File: src/ldcs_pkg.sv
package ldcs_pkg;

  localparam int OP_W            = 2;
  localparam int IDX_W           = 6;
  localparam int BYTE_W          = 8;
  localparam int TICK_W          = 16;
  localparam int CFG_IDX_W       = 1;
  localparam int PHASE_W         = 3;

  localparam int BYTES_PER_CHIP  = 9;
  localparam int WORDS_PER_FRAME = 12;
  localparam int LATCH_PULSES    = 4;

  localparam logic [TICK_W-1:0] PULSE_TICKS_RST = 16'd250;
  localparam logic [TICK_W-1:0] SETUP_TICKS_RST = 16'd1000;

  localparam logic [OP_W-1:0] OP_WRITE = 2'd0;
  localparam logic [OP_W-1:0] OP_START = 2'd1;
  localparam logic [OP_W-1:0] OP_TICK  = 2'd2;

  localparam logic [CFG_IDX_W-1:0] REG_PULSE_TICKS = 1'd0;
  localparam logic [CFG_IDX_W-1:0] REG_SETUP_TICKS = 1'd1;

  localparam logic [PHASE_W-1:0] PH_IDLE  = 3'd0;
  localparam logic [PHASE_W-1:0] PH_SEND  = 3'd1;
  localparam logic [PHASE_W-1:0] PH_SETUP = 3'd2;
  localparam logic [PHASE_W-1:0] PH_HIGH  = 3'd3;
  localparam logic [PHASE_W-1:0] PH_LOW   = 3'd4;

  typedef logic [PHASE_W-1:0] phase_t;

endpackage

File: src/ldcs_if.sv
interface ldcs_in_if;
  import ldcs_pkg::*;
  logic              valid;
  logic              ready;
  logic [OP_W-1:0]   operation;
  logic [IDX_W-1:0]  channel_index;
  logic [BYTE_W-1:0] channel_value;
  logic              blank;

  modport source (output valid, operation, channel_index, channel_value, blank,
                  input ready);
  modport sink (input valid, operation, channel_index, channel_value, blank,
                output ready);
endinterface

interface ldcs_out_if;
  logic valid;
  logic ready;
  logic data_pin;
  logic clock_pin;
  logic busy_res;
  logic all_done;

  modport source (output valid, data_pin, clock_pin, busy_res, all_done,
                  input ready);
  modport sink (input valid, data_pin, clock_pin, busy_res, all_done,
                output ready);
endinterface

File: src/led_driver_chain_serializer.sv
// channel   role     fields
// in_ch     sink     operation, channel_index, channel_value, blank
// out_ch    source   data_pin, clock_pin, busy_res, all_done
// cfg       write    cfg_we, cfg_index, cfg_data (pulse_ticks, setup_ticks)
//
// every item gives one result item; a new item is taken each cycle while
// the output register is empty or being drained
// the channel store is read every cycle at the slot of the current word;
// a byte is needed only eight bit ticks after a word change, so the
// registered read never stalls, and a write to that slot is forwarded
// rst (synchronous) clears the store via per-entry valid bits, no sweep
// a stalled output holds its item and holds off input until taken
module led_driver_chain_serializer #(
  parameter int NUM_CHIPS = 4
) (
  input  logic                          clk,
  input  logic                          rst,
  ldcs_in_if.sink                       in_ch,
  ldcs_out_if.source                    out_ch,
  input  logic                          cfg_we,
  input  logic [ldcs_pkg::CFG_IDX_W-1:0] cfg_index,
  input  logic [ldcs_pkg::TICK_W-1:0]   cfg_data
);
  import ldcs_pkg::*;

  localparam int STORE_DEPTH = NUM_CHIPS * BYTES_PER_CHIP;
  localparam int AW          = $clog2(STORE_DEPTH);
  localparam int CHIP_W      = (NUM_CHIPS > 1) ? $clog2(NUM_CHIPS) : 1;

  logic [TICK_W-1:0] pulse_ticks, setup_ticks;

  phase_t            phase, phase_next;
  logic [CHIP_W-1:0] chip_counter, chip_counter_next;
  logic [3:0]        word_counter, word_counter_next;
  logic [3:0]        bit_counter, bit_counter_next;
  logic [TICK_W-1:0] delay_counter, delay_counter_next;
  logic [1:0]        pulse_counter, pulse_counter_next;
  logic              clock_level, clock_level_next;
  logic              data_level, data_level_next;
  logic              blank_mode, blank_mode_next;
  logic              done;

  logic [BYTE_W-1:0]      mem [STORE_DEPTH];
  logic [STORE_DEPTH-1:0] entry_valid;
  logic [BYTE_W-1:0]      rd_data, fwd_data;
  logic                   rd_valid, fwd_hit;
  logic [AW-1:0]          raddr, waddr;
  logic [7:0]             slot_wide;
  logic                   we;
  logic [BYTE_W-1:0]      cur_byte;
  logic                   bit_val;
  logic [TICK_W-1:0]      half_reload;

  logic accept;
  logic out_valid;

  assign accept      = in_ch.valid && in_ch.ready;
  assign in_ch.ready = !out_valid || out_ch.ready;

  always_ff @(posedge clk) begin
    if (rst) begin
      pulse_ticks <= PULSE_TICKS_RST;
      setup_ticks <= SETUP_TICKS_RST;
    end else if (cfg_we) begin
      case (cfg_index)
        REG_PULSE_TICKS: pulse_ticks <= cfg_data;
        REG_SETUP_TICKS: setup_ticks <= cfg_data;
        default: ;
      endcase
    end
  end

  // store port: one write, one registered read at the current word's slot
  assign slot_wide = 8'(chip_counter) * 8'(BYTES_PER_CHIP) + 8'(BYTES_PER_CHIP)
                     - 8'(word_counter);
  assign raddr = slot_wide[AW-1:0];
  assign waddr = AW'(in_ch.channel_index);
  assign we    = accept && (in_ch.operation == OP_WRITE)
                 && (int'(in_ch.channel_index) < STORE_DEPTH);

  always_ff @(posedge clk) begin
    if (we) begin
      mem[waddr] <= in_ch.channel_value;
    end
    rd_data  <= mem[raddr];
    fwd_data <= in_ch.channel_value;
  end

  always_ff @(posedge clk) begin
    if (rst) begin
      entry_valid <= '0;
      rd_valid    <= 1'b0;
      fwd_hit     <= 1'b0;
    end else begin
      if (we) begin
        entry_valid[waddr] <= 1'b1;
      end
      rd_valid <= entry_valid[raddr];
      fwd_hit  <= we && (waddr == raddr);
    end
  end

  assign cur_byte = fwd_hit ? fwd_data : (rd_valid ? rd_data : '0);

  // words 1..9 carry bytes, upper byte of each word is zero
  always_comb begin
    bit_val = 1'b0;
    if (!blank_mode && word_counter != 4'd0
        && int'(word_counter) <= BYTES_PER_CHIP && !bit_counter[3]) begin
      bit_val = cur_byte[bit_counter[2:0]];
    end
  end

  assign half_reload = (pulse_ticks == '0) ? '0 : pulse_ticks - 1'b1;

  always_comb begin
    phase_next         = phase;
    chip_counter_next  = chip_counter;
    word_counter_next  = word_counter;
    bit_counter_next   = bit_counter;
    delay_counter_next = delay_counter;
    pulse_counter_next = pulse_counter;
    clock_level_next   = clock_level;
    data_level_next    = data_level;
    blank_mode_next    = blank_mode;
    done               = 1'b0;
    if (accept && in_ch.operation == OP_START && phase == PH_IDLE) begin
      blank_mode_next    = in_ch.blank;
      chip_counter_next  = '0;
      word_counter_next  = '0;
      bit_counter_next   = 4'd15;
      pulse_counter_next = '0;
      phase_next         = PH_SEND;
    end else if (accept && in_ch.operation == OP_TICK) begin
      case (phase)
        PH_SEND: begin
          data_level_next  = bit_val;
          clock_level_next = !clock_level;
          if (bit_counter == 4'd0) begin
            bit_counter_next = 4'd15;
            if (int'(word_counter) >= WORDS_PER_FRAME) begin
              word_counter_next  = '0;
              delay_counter_next = setup_ticks;
              phase_next         = PH_SETUP;
            end else begin
              word_counter_next = word_counter + 4'd1;
            end
          end else begin
            bit_counter_next = bit_counter - 4'd1;
          end
        end
        PH_SETUP: begin
          data_level_next = 1'b0;
          if (delay_counter != '0) begin
            delay_counter_next = delay_counter - 1'b1;
          end else begin
            data_level_next    = 1'b1;
            pulse_counter_next = '0;
            delay_counter_next = half_reload;
            phase_next         = PH_HIGH;
          end
        end
        PH_HIGH: begin
          if (delay_counter != '0) begin
            delay_counter_next = delay_counter - 1'b1;
          end else begin
            data_level_next    = 1'b0;
            delay_counter_next = half_reload;
            phase_next         = PH_LOW;
          end
        end
        PH_LOW: begin
          if (delay_counter != '0) begin
            delay_counter_next = delay_counter - 1'b1;
          end else if (int'(pulse_counter) < LATCH_PULSES - 1) begin
            pulse_counter_next = pulse_counter + 2'd1;
            data_level_next    = 1'b1;
            delay_counter_next = half_reload;
            phase_next         = PH_HIGH;
          end else begin
            pulse_counter_next = '0;
            data_level_next    = 1'b0;
            if (chip_counter == CHIP_W'(NUM_CHIPS - 1)) begin
              chip_counter_next = '0;
              phase_next        = PH_IDLE;
              done              = 1'b1;
            end else begin
              chip_counter_next = chip_counter + 1'b1;
              word_counter_next = '0;
              bit_counter_next  = 4'd15;
              phase_next        = PH_SEND;
            end
          end
        end
        default: phase_next = PH_IDLE;
      endcase
    end
  end

  always_ff @(posedge clk) begin
    if (rst) begin
      phase         <= PH_IDLE;
      chip_counter  <= '0;
      word_counter  <= '0;
      bit_counter   <= 4'd15;
      delay_counter <= '0;
      pulse_counter <= '0;
      clock_level   <= 1'b0;
      data_level    <= 1'b0;
      blank_mode    <= 1'b0;
    end else begin
      phase         <= phase_next;
      chip_counter  <= chip_counter_next;
      word_counter  <= word_counter_next;
      bit_counter   <= bit_counter_next;
      delay_counter <= delay_counter_next;
      pulse_counter <= pulse_counter_next;
      clock_level   <= clock_level_next;
      data_level    <= data_level_next;
      blank_mode    <= blank_mode_next;
    end
  end

  // output register
  always_ff @(posedge clk) begin
    if (rst) begin
      out_valid <= 1'b0;
    end else if (accept) begin
      out_valid <= 1'b1;
    end else if (out_ch.ready) begin
      out_valid <= 1'b0;
    end
  end

  always_ff @(posedge clk) begin
    if (accept) begin
      out_ch.data_pin  <= data_level_next;
      out_ch.clock_pin <= clock_level_next;
      out_ch.busy_res  <= (phase_next != PH_IDLE);
      out_ch.all_done  <= done;
    end
  end

  assign out_ch.valid = out_valid;

endmodule

File: src/flat_wrapper.sv
// flat-port wrapper written by rule: the top's interface ports become plain ports
module led_driver_chain_serializer_flat import ldcs_pkg::*;
#(
  parameter int NUM_CHIPS = 4
)
  (clk, rst, cfg_we, cfg_index, cfg_data, in_ch_valid, in_ch_operation, in_ch_channel_index, in_ch_channel_value, in_ch_blank, in_ch_ready, out_ch_valid, out_ch_data_pin, out_ch_clock_pin, out_ch_busy_res, out_ch_all_done, out_ch_ready);
  ldcs_in_if in_ch_i ();
  ldcs_out_if out_ch_i ();
  input  logic clk;
  input  logic rst;
  input  logic cfg_we;
  input  logic [ldcs_pkg::CFG_IDX_W-1:0] cfg_index;
  input  logic [ldcs_pkg::TICK_W-1:0] cfg_data;
  input wire logic [$bits(in_ch_i.valid)-1:0] in_ch_valid;
  input wire logic [$bits(in_ch_i.operation)-1:0] in_ch_operation;
  input wire logic [$bits(in_ch_i.channel_index)-1:0] in_ch_channel_index;
  input wire logic [$bits(in_ch_i.channel_value)-1:0] in_ch_channel_value;
  input wire logic [$bits(in_ch_i.blank)-1:0] in_ch_blank;
  output wire logic [$bits(in_ch_i.ready)-1:0] in_ch_ready;
  output wire logic [$bits(out_ch_i.valid)-1:0] out_ch_valid;
  output wire logic [$bits(out_ch_i.data_pin)-1:0] out_ch_data_pin;
  output wire logic [$bits(out_ch_i.clock_pin)-1:0] out_ch_clock_pin;
  output wire logic [$bits(out_ch_i.busy_res)-1:0] out_ch_busy_res;
  output wire logic [$bits(out_ch_i.all_done)-1:0] out_ch_all_done;
  input wire logic [$bits(out_ch_i.ready)-1:0] out_ch_ready;
  assign in_ch_i.valid = in_ch_valid;
  assign in_ch_i.operation = in_ch_operation;
  assign in_ch_i.channel_index = in_ch_channel_index;
  assign in_ch_i.channel_value = in_ch_channel_value;
  assign in_ch_i.blank = in_ch_blank;
  assign in_ch_ready = in_ch_i.ready;
  assign out_ch_valid = out_ch_i.valid;
  assign out_ch_data_pin = out_ch_i.data_pin;
  assign out_ch_clock_pin = out_ch_i.clock_pin;
  assign out_ch_busy_res = out_ch_i.busy_res;
  assign out_ch_all_done = out_ch_i.all_done;
  assign out_ch_i.ready = out_ch_ready;
  led_driver_chain_serializer #(.NUM_CHIPS(NUM_CHIPS)) u_core (.clk(clk), .rst(rst), .in_ch(in_ch_i), .out_ch(out_ch_i), .cfg_we(cfg_we), .cfg_index(cfg_index), .cfg_data(cfg_data));
endmodule
File: config.mk
export PLATFORM = sky130hd
export DESIGN_NAME = led_driver_chain_serializer_flat
export DESIGN_NICKNAME = d
export VERILOG_FILES = /design/src/ldcs_pkg.sv /design/src/ldcs_if.sv /design/src/led_driver_chain_serializer.sv /design/src/flat_wrapper.sv
export SDC_FILE = /design/constraint.sdc
export NUM_CORES = 1
export LEC_CHECK = 0
export BUFFER_PORTS_ARGS = -buffer_cell sky130_fd_sc_hd__clkbuf_2
export CAP_MARGIN = 20
export CORE_ASPECT_RATIO = 1.2
export CORE_UTILIZATION = 30
export DETAILED_ROUTE_END_ITERATION = 10
export PLACE_DENSITY = 0.43
export SLEW_MARGIN = 20
export SYNTH_ARGS = -nofsm -noshare
export SYNTH_HDL_FRONTEND = slang
export SYNTH_SLANG_ARGS = --single-unit
File: constraint.sdc
create_clock -name clk -period 3.5 [get_ports clk]
set_clock_uncertainty 0.05 [all_clocks]
set_input_delay 0 -clock clk [delete_from_list [all_inputs] [get_ports clk]]
set_output_delay 0 -clock clk [all_outputs]
set_load 0.005 [all_outputs]
# Yosys cells after proc, flatten, opt, wreduce, memory -nomap -nowiden
# Memories as Yosys holds them, arrays and structs flattened. A register that Yosys moved wholly into a read port is not among the register bits.
# Index checks and enable logic that the tools add are counted.
[classes]
n_addsub = 8
mul = 1
n_lt_le_gt_ge = 8
n_eq_ne = 15
muxes = 57
bitwise = 7
reduce_logical = 37
[op_table]
columns = ["op", "n"]
rows = [
  ["$mux 16", 6],
  ["$pmux 16 s3", 1],
  ["$mux 4", 9],
  ["$or 36x36->36", 1],
  ["$sub 16x1->16 const B", 2],
  ["$mux 3", 8],
  ["$mux 1", 19],
  ["$logic_not 16->1", 1],
  ["$mux 8", 2],
  ["$pmux 4 s2", 2],
  ["$reduce_bool 16->1", 1],
  ["$lt 6x7->1 const B", 2],
  ["$pmux 3 s4", 1],
  ["$reduce_and 6->1", 2],
  ["$logic_and 1x1->1", 11],
  ["$mux 2", 4],
  ["$ne 2x2->1 const B", 4],
  ["$reduce_and 4->1", 2],
  ["$add 6x4->6 const B", 1],
  ["$bmux 1 s6", 1],
  ["$demux 1 s6", 1],
  ["$eq 3x2->1 const B", 2],
  ["$eq 6x6->1", 1],
  ["$ge 6x1->1 const B", 1],
  ["other kinds (32)", 48],
]
[word_totals]
ff_bits = 117
ramBits = 288
in_bits = 39
output_inout_bits = 6
wordCells = 154
n_memories = 1
[memory_table]
columns = ["name", "words", "word_bits", "read_ports", "rd_ports_with_merged_regs", "write_ports", "line_no", "rtl"]
rows = [
  ["u_core.mem", 36, 8, 1, 1, 1, "led_driver_chain_serializer.sv:43", "logic [BYTE_W-1:0] mem [STORE_DEPTH];"],
]

# Logic depth before layout (Yosys ltp)
# Gate-level depths: netlist of the first run.
[logic_depth]
ltp_word = 8
mapped_depth = 13
ltp_nobuf = 12

# Worst setup path after synthesis of the first run
# No wires, ideal clock.
[synth_path]
kind = "reg-to-reg"
startpoint = "register u_core.chip_counter[1]"
endpoint = "register u_core.rd_data[3] (read register of u_core.mem)"
setup_ns = 0.132
arrival_ns = 2.654
slack_ns = 0.664
path_stages_with_launch = 12
period_less_slack_ns = 2.836
path_cell_list = "dfxtp_1 > inv_1 > ha_1 > inv_1 > ha_1 > ha_1 > fa_1 > clkbuf_1 > clkbuf_1 > mux4_2 > a21oi_1 > a21oi_1"
[synth_via]
elab_chain_cells = 3
[synth_rtl]
columns = ["element", "line_no", "rtl"]
rows = [
  ["from (decl)", "led_driver_chain_serializer.sv:33", "logic [CHIP_W-1:0] chip_counter, chip_counter_next;"],
  ["from (signal assigned)", "led_driver_chain_serializer.sv:213", "chip_counter <= chip_counter_next;"],
  ["$mul 2x4->6", "led_driver_chain_serializer.sv:74", "assign slot_wide = 8'(chip_counter) * 8'(BYTES_PER_CHIP) + 8'(BYTES_PER_CHIP)"],
  ["$add 6x4->6", "led_driver_chain_serializer.sv:74", ""],
  ["$sub 6x4->6", "led_driver_chain_serializer.sv:75", "- 8'(word_counter);"],
  ["to (decl)", "led_driver_chain_serializer.sv:45", "logic [BYTE_W-1:0] rd_data, fwd_data;"],
]
# Every way passes these cells.
# A chain may end at the register's enable or synchronous reset.

# Worst setup path in the final report of the first run
[layout_path]
startpoint = "register u_core.chip_counter[1]"
endpoint = "register u_core.rd_data[4] (read register of u_core.mem)"
# Same word-level chain as after synthesis.

==> results.md, run 1 <==
- Status: finished, final reports clean
- Via density per instance: 4.98
- Cts bufs inserted: 44
- Gpl congestion: 0.794
- Global-route wire length before repair: 69600 um
- Pre-CTS setup slack: 0.392 ns
- Clk_lat worst skew: 0.57 ns
- Worst-path fanout max: 8
- Setup crit end kind: flop
- Vias in the first global route: 10635
- Max stage delay on crit path: 0.59 ns
- Tcrit/Tclk final: 90.3%
- CTS root buf: clkbuf_16
- Max-cap violations: 0
- WL final: 45800 um
- Tot GR Track Use: 15.8%
- Critical-path cell list: inv_1 > ha_1 > inv_1 > ha_4 > ha_1 > fa_1 > nor2b_1 > nand2_1 > o22ai_1 > nor4_1 > mux2_2
- 1st-iter DRT viols: 836
- Commonest non-fill, non-tap cell in the layout: edfxtp_1
- Critical Path RT: 3.91 ns
- Worst Tran Pin Value: 0.898 ns
- Setup TNS Final: 0 ns
- Average size of a mapped cell: 14.2 um2
- Core area: 0.0572 mm2
- Number of flops mapped to enable cells by yosys: 292
- Yosys warning count: 0
- Initial Util: 30.4%
- H-tree depth: 2
- Mapped Nets: 1283
- Max-slew violations: 0
- Fmax: 0.316 GHz
- CTS Buffer Depth: 3
- Ys async rst share: 0%
- VDD IR-drop max: 0.000346 V
- Worst path top cell family by delay: adder cells
- Synth cell types: 77
- Die footprint: 0.0589 mm2
- Detailed Routing Iterations Pass 1: 5
- Share of layout cells above drive strength 1: 21.8%
- Hold WC Path Type: in2reg
- Die H: 266 um
- Postcts setup bufs: 0
- Clock tree sinks: 413
- Final count of hold timing violations: 0
- Post-Syn Instances: 1224
- Post-cts sizing count: 0
- Post-route minimum period: 3.16 ns
- Port buffer count: 44
- Top_reg_cell synth: edfxtp_1
- Overall Power: 10.5 mW
- Fin worst setup slack: 0.339 ns
- Final Setup Violations: 0
- Largest net degree at the start of global routing: 42
- Remaining Overflow, GRT: 0
- Slowest cell on crit path: fa_1
- Yosys reg bits: 413
- CTS tree: built
- Layout fillers: 5500
- FP Rows: 96
- Sequential area share after synthesis: 64.4%
- CP Class: reg2reg
- Most frequent cells in the layout: 292 x edfxtp_1, 139 x nor2_1, 121 x dfxtp_1
- Antenna violations before repair: 1
- CP bufs+invs: 2
- Vias: 10541
- Detail Route Antenna Nets: 0
- Pwr Density: 511 mW/mm2
- Drt wl/cell: 21.7 um
- Met1 Routed Length: 20800 um
- Area Overhead vs Synth: 18.2%
- DR DRC count: 0
- RSZ-0062 raised after global routing: false
- Worst-path clk slew: 0.06 ns
- Crit path DAT: 3.57 ns
- Slew HR: 40.1%
- HPWL Detailed: 31000 um
- Number of top-level pins: 45
- Die Wd: 222 um
- Nets: 1404
- Max Used Layer: met4
- Routed wl met2: 22600 um
- Post-Synthesis Cell Area: 0.0174 mm2
- Leak Pwr: 6.91 nW
- CP Launch Type: flop
- Met3 wire len: 1680 um
==> flip-flops by register name, indices dropped and copies added, names as in the netlist <==
register / count
u_core.bit_counter: 4
u_core.blank_mode: 1
u_core.chip_counter: 2
u_core.clock_level: 1
u_core.data_level: 1
u_core.delay_counter: 16
u_core.entry_valid: 36
u_core.fwd_data: 8
u_core.fwd_hit: 1
u_core.mem: 288
u_core.out_ch.all_done: 1
u_core.out_ch.busy_res: 1
u_core.out_ch.clock_pin: 1
u_core.out_ch.data_pin: 1
u_core.out_ch.valid: 1
u_core.phase: 3
u_core.pulse_counter: 2
u_core.pulse_ticks: 16
u_core.rd_data: 8
u_core.rd_valid: 1
u_core.setup_ticks: 16
u_core.word_counter: 4
==> worst paths after layout <==
| kind | cells after the start | slack (ns) | endpoint | from |
|---|---|---|---|---|
| worst max register to register | 11 | 0.34 | u_core.rd_data[4] | u_core.chip_counter[1] |
| worst min register to register | 2 | 0.41 | u_core.setup_ticks[1] | u_core.setup_ticks[1] |
| worst min-delay path | 4 | 0.07 | u_core.entry_valid[27] | in_ch_channel_index[2] |
| worst max-delay path | 11 | 0.34 | u_core.rd_data[4] | u_core.chip_counter[1] |
==> worst min-delay path, stage by stage <==
cell	delay [ns]
clkbuf_2	0.30
nor2_1	0.17
a21oi_1	0.13
nor2_1	0.04
==> cell usage after synthesis (6+ instances only) <==
master,number,area share [%]
a21oi_1,78,2.2
a22oi_1,10,0.43
buf_2,13,0.37
clkbuf_1,41,0.89
dfxtp_1,121,14
edfxtp_1,292,50
ha_1,19,1.4
inv_1,18,0.39
mux2i_1,9,0.52
mux4_2,87,11
nand2_1,108,2.3
nand3_1,28,0.81
nand3b_1,18,0.78
nand4_1,6,0.22
nor2_1,139,3.0
nor2b_1,8,0.29
nor3_1,17,0.49
nor3b_1,8,0.35
nor4_1,9,0.32
o211ai_1,12,0.52
o21ai_0,15,0.43
o22ai_1,17,0.61
or3_1,7,0.25
xnor2_1,16,0.81
xor2_1,16,0.81
==> logic make-up after synthesis <==
group | synth area share (%)
and+or+nand+nor | 11.6
adders and majority gates | 1.48
muxes | 12.1
DFF | 64.4
buffers and inverters | 2.47
xor gates and xnor gates | 1.61
AOI/OAI and AO/OA | 6.41
==> stage by stage <==
| step | hold WS (ns) | std cells | cell area (um2) | utilization (%) |
|---|---|---|---|---|
| 6_report | 0.0687 | 2116 | 20600 | 36.0 |
| 5_1_grt | 0.0784 | 2116 | 20600 | 36.0 |
| 4_1_cts | 0.0115 | 2115 | 20600 | 35.9 |
| 3_5_place_dp | 0.192 | 1998 | 18700 | 32.7 |
| 3_3_place_gp | 0.174 | 1998 | 18700 | 32.7 |
| 2_1_floorplan | -0.0223 | 1224 | 17400 | - |
==> routing by layer <==
| layer | track usage (%) | vias to the layer above |
|---|---|---|
| li1 | - | 4933 |
| met1 | 21.3 | 5347 |
| met2 | 26.7 | 207 |
| met3 | 2.46 | 54 |
| met4 | 3.64 | 0 |
| met5 | 0 | - |
==> where the power goes <==
part | total (mW) | internal, mW | switching (mW)
combinational | 0.354 | 0.123 | 0.231
clock | 4.85 | 2.89 | 1.95
sequential | 5.30 | 5.26 | 0.0337
==> cell type report <==
| class | instances | area [um2] | area share, % |
|---|---|---|---|
| Inverter | 18 | 67.6 | 0.329 |
| Sequential cell | 413 | 11200 | 54.4 |
| Timing Repair Buffer | 143 | 1090 | 5.32 |
| Clock buffer | 52 | 1160 | 5.65 |
| Clock inverter | 29 | 328 | 1.59 |
| Multi-Input combinational cell | 725 | 5790 | 28.2 |
| Tap cell | 735 | 920 | 4.47 |
| Antenna cell | 1 | 2.50 | 0.0122 |
==> repair_timing <==
item,in CTS,in global routing
hold buffers,36,0
setup endpoints to repair,0,0
hold endpoints to repair,63,0
Note: power is estimated with default switching activity, not from simulation.
==> run 2: changes to the inputs <==
MAX_ROUTING_LAYER = met4   (was unset)
==> run 2 against run 1 <==
- via count rose by 0.48%
- sequential power barely moved
- fmax rose by 0.64%
- core utilization barely moved
- critical path depth did not move
- cell area barely moved
- non-clock buffer count did not move
- register-to-register slack improved by 0.02 ns
- clock power barely moved
- cell count barely moved
- highest routed layer unchanged
==> results.md, run 2 (synthesis gave the netlist of run 1 again) <==
- Hold depth: 4 (unchanged)
- Detailed Routing Iterations Pass 1: 4 (was 5)
- Hold WC Path Type: in2reg (unchanged)
- Via density per instance: 5.00 (was 4.98)
- Share of layout cells above drive strength 1: 21.8% (unchanged)
- Nets: 1404 (unchanged)
- Layout fillers: 5500 (unchanged)
- Worst path top cell family by delay: adder cells (unchanged)
- Clock tree sinks: 413 (unchanged)
- CTS Buffer Depth: 3 (unchanged)
- Core area: 0.0572 mm2 (unchanged)
- Remaining Overflow, GRT: 0 (unchanged)
- Vias: 10592 (was 10541)
- Most frequent cells in the layout: 292 x edfxtp_1, 139 x nor2_1, 121 x dfxtp_1 (unchanged)
- Max stage delay on crit path: 0.58 ns (was 0.59 ns)
- Vias in the first global route: 10658 (was 10635)
- Max-cap violations: 0 (unchanged)
- Critical-path cell list: inv_1 > ha_1 > inv_1 > ha_4 > ha_1 > fa_1 > nor2b_1 > nand2_1 > o22ai_1 > nor4_1 > mux2_2 (unchanged)
- Critical Path RT: 3.91 ns (about the same)
- Met3 Use GR: 2.43% (was 2.46%)
- H-tree depth: 2 (unchanged)
- Setup TNS Final: 0 ns (unchanged)
- Worst-path clk slew: 0.06 ns (about the same)
- WP depth: 11 (unchanged)
- FP Rows: 96 (unchanged)
- 1st-iter DRT viols: 787 (was 836)
- Slew HR: 39.9% (was 40.1%)
- Commonest non-fill, non-tap cell in the layout: edfxtp_1 (unchanged)
- Worst Tran Pin Value: 0.901 ns (was 0.898 ns)
- Pre-CTS setup slack: 0.392 ns (unchanged)
- Slack of the worst reg-to-reg path: 0.36 ns (was 0.34 ns)
- HPWL Detailed: 31000 um (unchanged)
- Antenna violations before repair: 2 (was 1)
- Clk_lat worst skew: 0.57 ns (about the same)
- Status: finished, final reports clean (unchanged)
- Die H: 266 um (unchanged)
- Gpl congestion: 0.806 (was 0.794)
- Final count of hold timing violations: 0 (unchanged)
- Largest net degree at the start of global routing: 42 (unchanged)
- Grt met1 use: 21.0% (was 21.3%)
- Max FFs per register: 288 (unchanged)
- Most flops, register: u_core.mem (unchanged)
- Cts bufs inserted: 44 (unchanged)
- CP Class: reg2reg (unchanged)
- Area of the multi-input gates: 0.00579 mm2 (unchanged)
- CP bufs+invs: 2 (unchanged)
- WL final: 45800 um (about the same)
- Area Overhead vs Synth: 18.2% (about the same)
- DR DRC count: 0 (unchanged)
- Post-route minimum period: 3.14 ns (was 3.16 ns)
- Fin worst setup slack: 0.359 ns (was 0.339 ns)
- Drt wl/cell: 21.6 um (was 21.7 um)
- Die Wd: 222 um (unchanged)
- Pwr Density: 510 mW/mm2 (was 511 mW/mm2)
- CP Launch Type: flop (unchanged)
- Port buffer count: 44 (unchanged)
- Number of top-level pins: 45 (unchanged)
- M2 GR Usage: 26.8% (was 26.7%)
- RSZ-0062 raised after global routing: false (unchanged)
- Max-slew violations: 0 (unchanged)
- Setup crit end kind: flop (unchanged)
- Register area: 0.0112 mm2 (unchanged)
- Overall Power: 10.5 mW (about the same)
- Global-route wire length before repair: 69400 um (was 69600 um)
- Initial Util: 30.4% (unchanged)
- CTS tree: built (unchanged)
- Biggest regs: u_core.mem x288, u_core.entry_valid x36 (unchanged)
- Fmax: 0.318 GHz (was 0.316 GHz)
- Die footprint: 0.0589 mm2 (unchanged)
- Detail Route Antenna Nets: 0 (unchanged)
- CTS root buf: clkbuf_16 (unchanged)
- Leak Pwr: 6.91 nW (unchanged)
- Worst-path fanout max: 8 (unchanged)
- Postcts setup bufs: 0 (unchanged)
- Slowest cell on crit path: fa_1 (unchanged)
- Tot GR Track Use: 16.2% (was 15.8%)
- Tcrit/Tclk final: 89.7% (was 90.3%)
- Crit path DAT: 3.55 ns (was 3.57 ns)
- Reg2Reg Depth: 11 (unchanged)
- VDD IR-drop max: 0.000348 V (was 0.000346 V)
- Grt peak-use layer: met2 (unchanged)
- Final Setup Violations: 0 (unchanged)
- Hold slack: 0.0650 ns (was 0.0687 ns)
## run 2: cell count changes in the layout (fill, tap and decap cells not counted)
cell,before,now
diode_2,1,2
## run 2: routing by layer
metal | share of wire, % | vias to the layer above
li1 | - | 4929
met1 | 45 | 5398
met2 | 50 | 209
met3 | 3.5 | 56
met4 | 1.7 | 0
met5 | 0 | -
## run 2: repair_timing
| action | CTS | global route |
|---|---|---|
| hold buffers | 36 | 0 |
| hold endpoints to repair | 63 | 0 |
| gates resized for setup | 0 | 0 |
## run 2: path summary, 6_finish.rpt
| path | end | start |
|---|---|---|
| worst max register to register | u_core.rd_data[4] | u_core.chip_counter[1] |
| worst min-delay path | u_core.entry_valid[27] | in_ch_channel_index[2] |
| worst min register to register | u_core.setup_ticks[14] | u_core.setup_ticks[14] |
| worst max-delay path | u_core.rd_data[4] | u_core.chip_counter[1] |
## run 2: cell type report
class                   count  area share (%)
multi-input cells         725            28.2
clock buffers              52            5.65
repair buffers            143            5.32
inverters                  18           0.329
flip-flops and latches    413            54.4
well taps                 735            4.47
diodes                      2          0.0243
clock inverters            29            1.59
## run 2: report_power, final
group / internal [mW] / switching [mW]
registers: 5.26 / 0.0337
clock network: 2.89 / 1.94
logic: 0.123 / 0.232
## run 2: worst min-delay path, delay by kind of cell
| family | cells | cell delay [ns] |
|---|---|---|
| simple gates | 2 | 0.20 |
| compound gates | 1 | 0.13 |
| buf+inv | 1 | 0.30 |
## run 2: metrics by stage
step           cell area, um2  std cells  utilization (%)
2_1_floorplan           17400       1224                -
3_3_place_gp            18700       1998             32.7
3_5_place_dp            18700       1998             32.7
4_1_cts                 20600       2115             35.9
5_1_grt                 20600       2117             36.0
6_report                20600       2117             36.0
==> run 3: changes to the inputs <==
GPL_TIMING_DRIVEN = 0   (was unset)
==> run 3 against run 2 <==
- global-route usage grew 1.3 points
- worst hold slack improved by 0.012 ns
- non-clock buffer count increased by 9
- via count grew 1.2%
- combinational power is 6.8% higher
- sequential share of layout area decreased by 0.31 points
- core utilization is 0.21 points higher
- register-to-register slack lost 0.31 ns
- first-iteration DRC count grew 12%
- critical endpoint is now u_core.rd_data[6]
==> results.md, run 3 (synthesis gave the netlist of run 1 again) <==
- Largest net degree at the start of global routing: 38 (was 42)
- Final Setup Violations: 0 (unchanged)
- Crit path DAT: 3.88 ns (was 3.55 ns)
- Cell Count, Final, Fillers Out: 2128 (was 2117)
- Core area: 0.0572 mm2 (unchanged)
- Via density per instance: 5.04 (was 5.00)
- Max-slew violations: 0 (unchanged)
- Fin util: 36.2% (was 36.0%)
- Fin area: 0.0207 mm2 (was 0.0206 mm2)
- Slew HR: 29.6% (was 39.9%)
- Gpl congestion: 0.855 (was 0.806)
- Initial Util: 30.4% (unchanged)
- HPWL Detailed: 33200 um (was 31000 um)
- Number of top-level pins: 45 (unchanged)
- Area Overhead vs Synth: 18.9% (was 18.2%)
- WL final: 49000 um (was 45800 um)
- Vias: 10719 (was 10592)
- Cts bufs inserted: 46 (was 44)
- RSZ-0062 raised after global routing: true (was false)
- DR DRC count: 0 (unchanged)
- Clk_lat worst skew: 0.59 ns (was 0.57 ns)
- Reg2Reg Depth: 12 (was 11)
- Leak Pwr: 6.86 nW (was 6.91 nW)
- FP Rows: 96 (unchanged)
- Sw frac: 21.8% (was 21.1%)
- Status: finished, final reports clean (unchanged)
- Worst Tran Pin Value: 1.05 ns (was 0.901 ns)
- Tcrit/Tclk final: 98.7% (was 89.7%)
- Commonest non-fill, non-tap cell in the layout: edfxtp_1 (unchanged)
- Remaining Overflow, GRT: 0 (unchanged)
- Tot GR Track Use: 17.5% (was 16.2%)
- Global-route wire length before repair: 73400 um (was 69400 um)
- Internal power: 8.37 mW (was 8.28 mW)
- Drt wl/cell: 23.0 um (was 21.6 um)
- Port buffer count: 41 (was 44)
- Die footprint: 0.0589 mm2 (unchanged)
- Worst-path clk slew: 0.06 ns (about the same)
- Worst-path fanout max: 10 (was 8)
- 1st-iter DRT viols: 881 (was 787)
- CTS Buffer Depth: 3 (unchanged)
- Die Wd: 222 um (unchanged)
- Switching power: 2.33 mW (was 2.21 mW)
- CTS tree: built (unchanged)
- Placed Instance Area: 0.0185 mm2 (was 0.0187 mm2)
- CP Class: reg2reg (unchanged)
- Fmax: 0.289 GHz (was 0.318 GHz)
- Comb power frac: 3.5% (was 3.4%)
- Detailed Routing Iterations Pass 1: 8 (was 4)
- Max-cap violations: 0 (unchanged)
- Most flops, register: u_core.mem (unchanged)
- Vias in the first global route: 11158 (was 10658)
- Sequential share of power: 49.5% (was 50.5%)
- CTS root buf: clkbuf_16 (unchanged)
- Final count of hold timing violations: 0 (unchanged)
- Nets: 1415 (was 1404)
- Clock Power Share: 46.9% (was 46.1%)
- Share of layout cells above drive strength 1: 21.0% (was 21.8%)
- Detail Route Antenna Nets: 0 (unchanged)
- Post-route minimum period: 3.46 ns (was 3.14 ns)
- Clock tree sinks: 413 (unchanged)
- Max FFs per register: 288 (unchanged)
- Biggest regs: u_core.mem x288, u_core.entry_valid x36 (unchanged)
- Most frequent cells in the layout: 292 x edfxtp_1, 138 x nor2_1, 121 x dfxtp_1 (was 292 x edfxtp_1, 139 x nor2_1, 121 x dfxtp_1)
- Antenna violations before repair: 2 (unchanged)
- Die H: 266 um (unchanged)
- CP Launch Type: flop (unchanged)
- Dpl cells: 2000 (was 1998)
- Critical Path RT: 3.92 ns (was 3.91 ns)
- H-tree depth: 2 (unchanged)
- Layout fillers: 5546 (was 5500)
- Setup crit end kind: flop (unchanged)
- Hold depth: 5 (was 4)
- Hold WC Path Type: in2reg (unchanged)
- Pwr Density: 517 mW/mm2 (was 510 mW/mm2)
- VDD IR-drop max: 0.000356 V (was 0.000348 V)
-- run 3: cell count changes in the layout (fill, tap and decap cells not counted), moves of 7 or more --
cell / delta
clkbuf_1: +36
buf_2: +14
buf_6: +7
o22ai_2: +7
buf_4: -54
o22ai_1: -7
-- run 3: layout make-up --
cell class | count | area (um2) | share of cell area [%]
clock inverters | 25 | 344 | 1.66
plain buffers | 68 | 402 | 1.94
flip-flops and latches | 413 | 11200 | 54.1
multi-input cells | 725 | 5900 | 28.5
well taps | 735 | 920 | 4.45
inverters | 18 | 67.6 | 0.327
repair buffers | 84 | 638 | 3.09
diodes | 2 | 5.00 | 0.0242
clock buffers | 58 | 1210 | 5.83
-- run 3: power groups by stage --
stage	clock (mW)	sequential [mW]	combinational, mW
2_1_floorplan	0	5.39	0.178
3_3_place_gp	0	5.40	0.342
3_5_place_dp	0	5.40	0.347
4_1_cts	5.13	5.30	0.383
5_1_grt	5.32	5.30	0.417
6_report	5.02	5.30	0.379
-- run 3: what timing repair did --
action / CTS / global route
hold buffers: 39 / 0
hold endpoints to repair: 51 / 0
resized for setup: 24 / 22
pin swaps: 1 / 1
setup buffers: 0 / 3
endpoints found under the setup margin: 9 / 9
-- run 3: path summary, 6_finish.rpt --
| path | start | end | slack, ns |
|---|---|---|---|
| min reg2reg | u_core.entry_valid[26] | u_core.entry_valid[26] | 0.41 |
| max | u_core.chip_counter[1] | u_core.rd_data[6] | 0.04 |
| max reg2reg | u_core.chip_counter[1] | u_core.rd_data[6] | 0.04 |
| min | in_ch_channel_index[3] | u_core.fwd_hit | 0.08 |
-- run 3: metrics by stage --
stage | total power, mW | setup slack, ns | setup TNS, ns | hold slack [ns]
floorplan | 5.57 | 0.664 | 0 | -0.0223
global placement | 5.74 | -0.623 | -4.42 | 0.191
detailed placement | 5.75 | -0.567 | -3.87 | 0.196
CTS | 10.8 | 0.00490 | 0 | 0.0142
global route | 11.0 | -0.0539 | -0.0701 | 0.106
finish | 10.7 | 0.0443 | 0 | 0.0766
-- run 3: layer usage --
layer / share of wire [%] / track usage [%]
met1: 43 / 21.4
met2: 51 / 30.1
met3: 3.8 / 2.34
met4: 2.3 / 5.16
met5: 0 / -
-- run 3: worst max-delay path, cell delays in order (launching register included) --
cell and delay (ns):
dfxtp_1 0.35, inv_1 0.08, ha_1 0.27, inv_1 0.04, ha_1 0.19, ha_1 0.20, fa_1 0.51, xnor2_2 0.33
buf_2 0.29, nand3b_1 0.27, o22ai_2 0.34, nor4_2 0.12, mux2_2 0.28
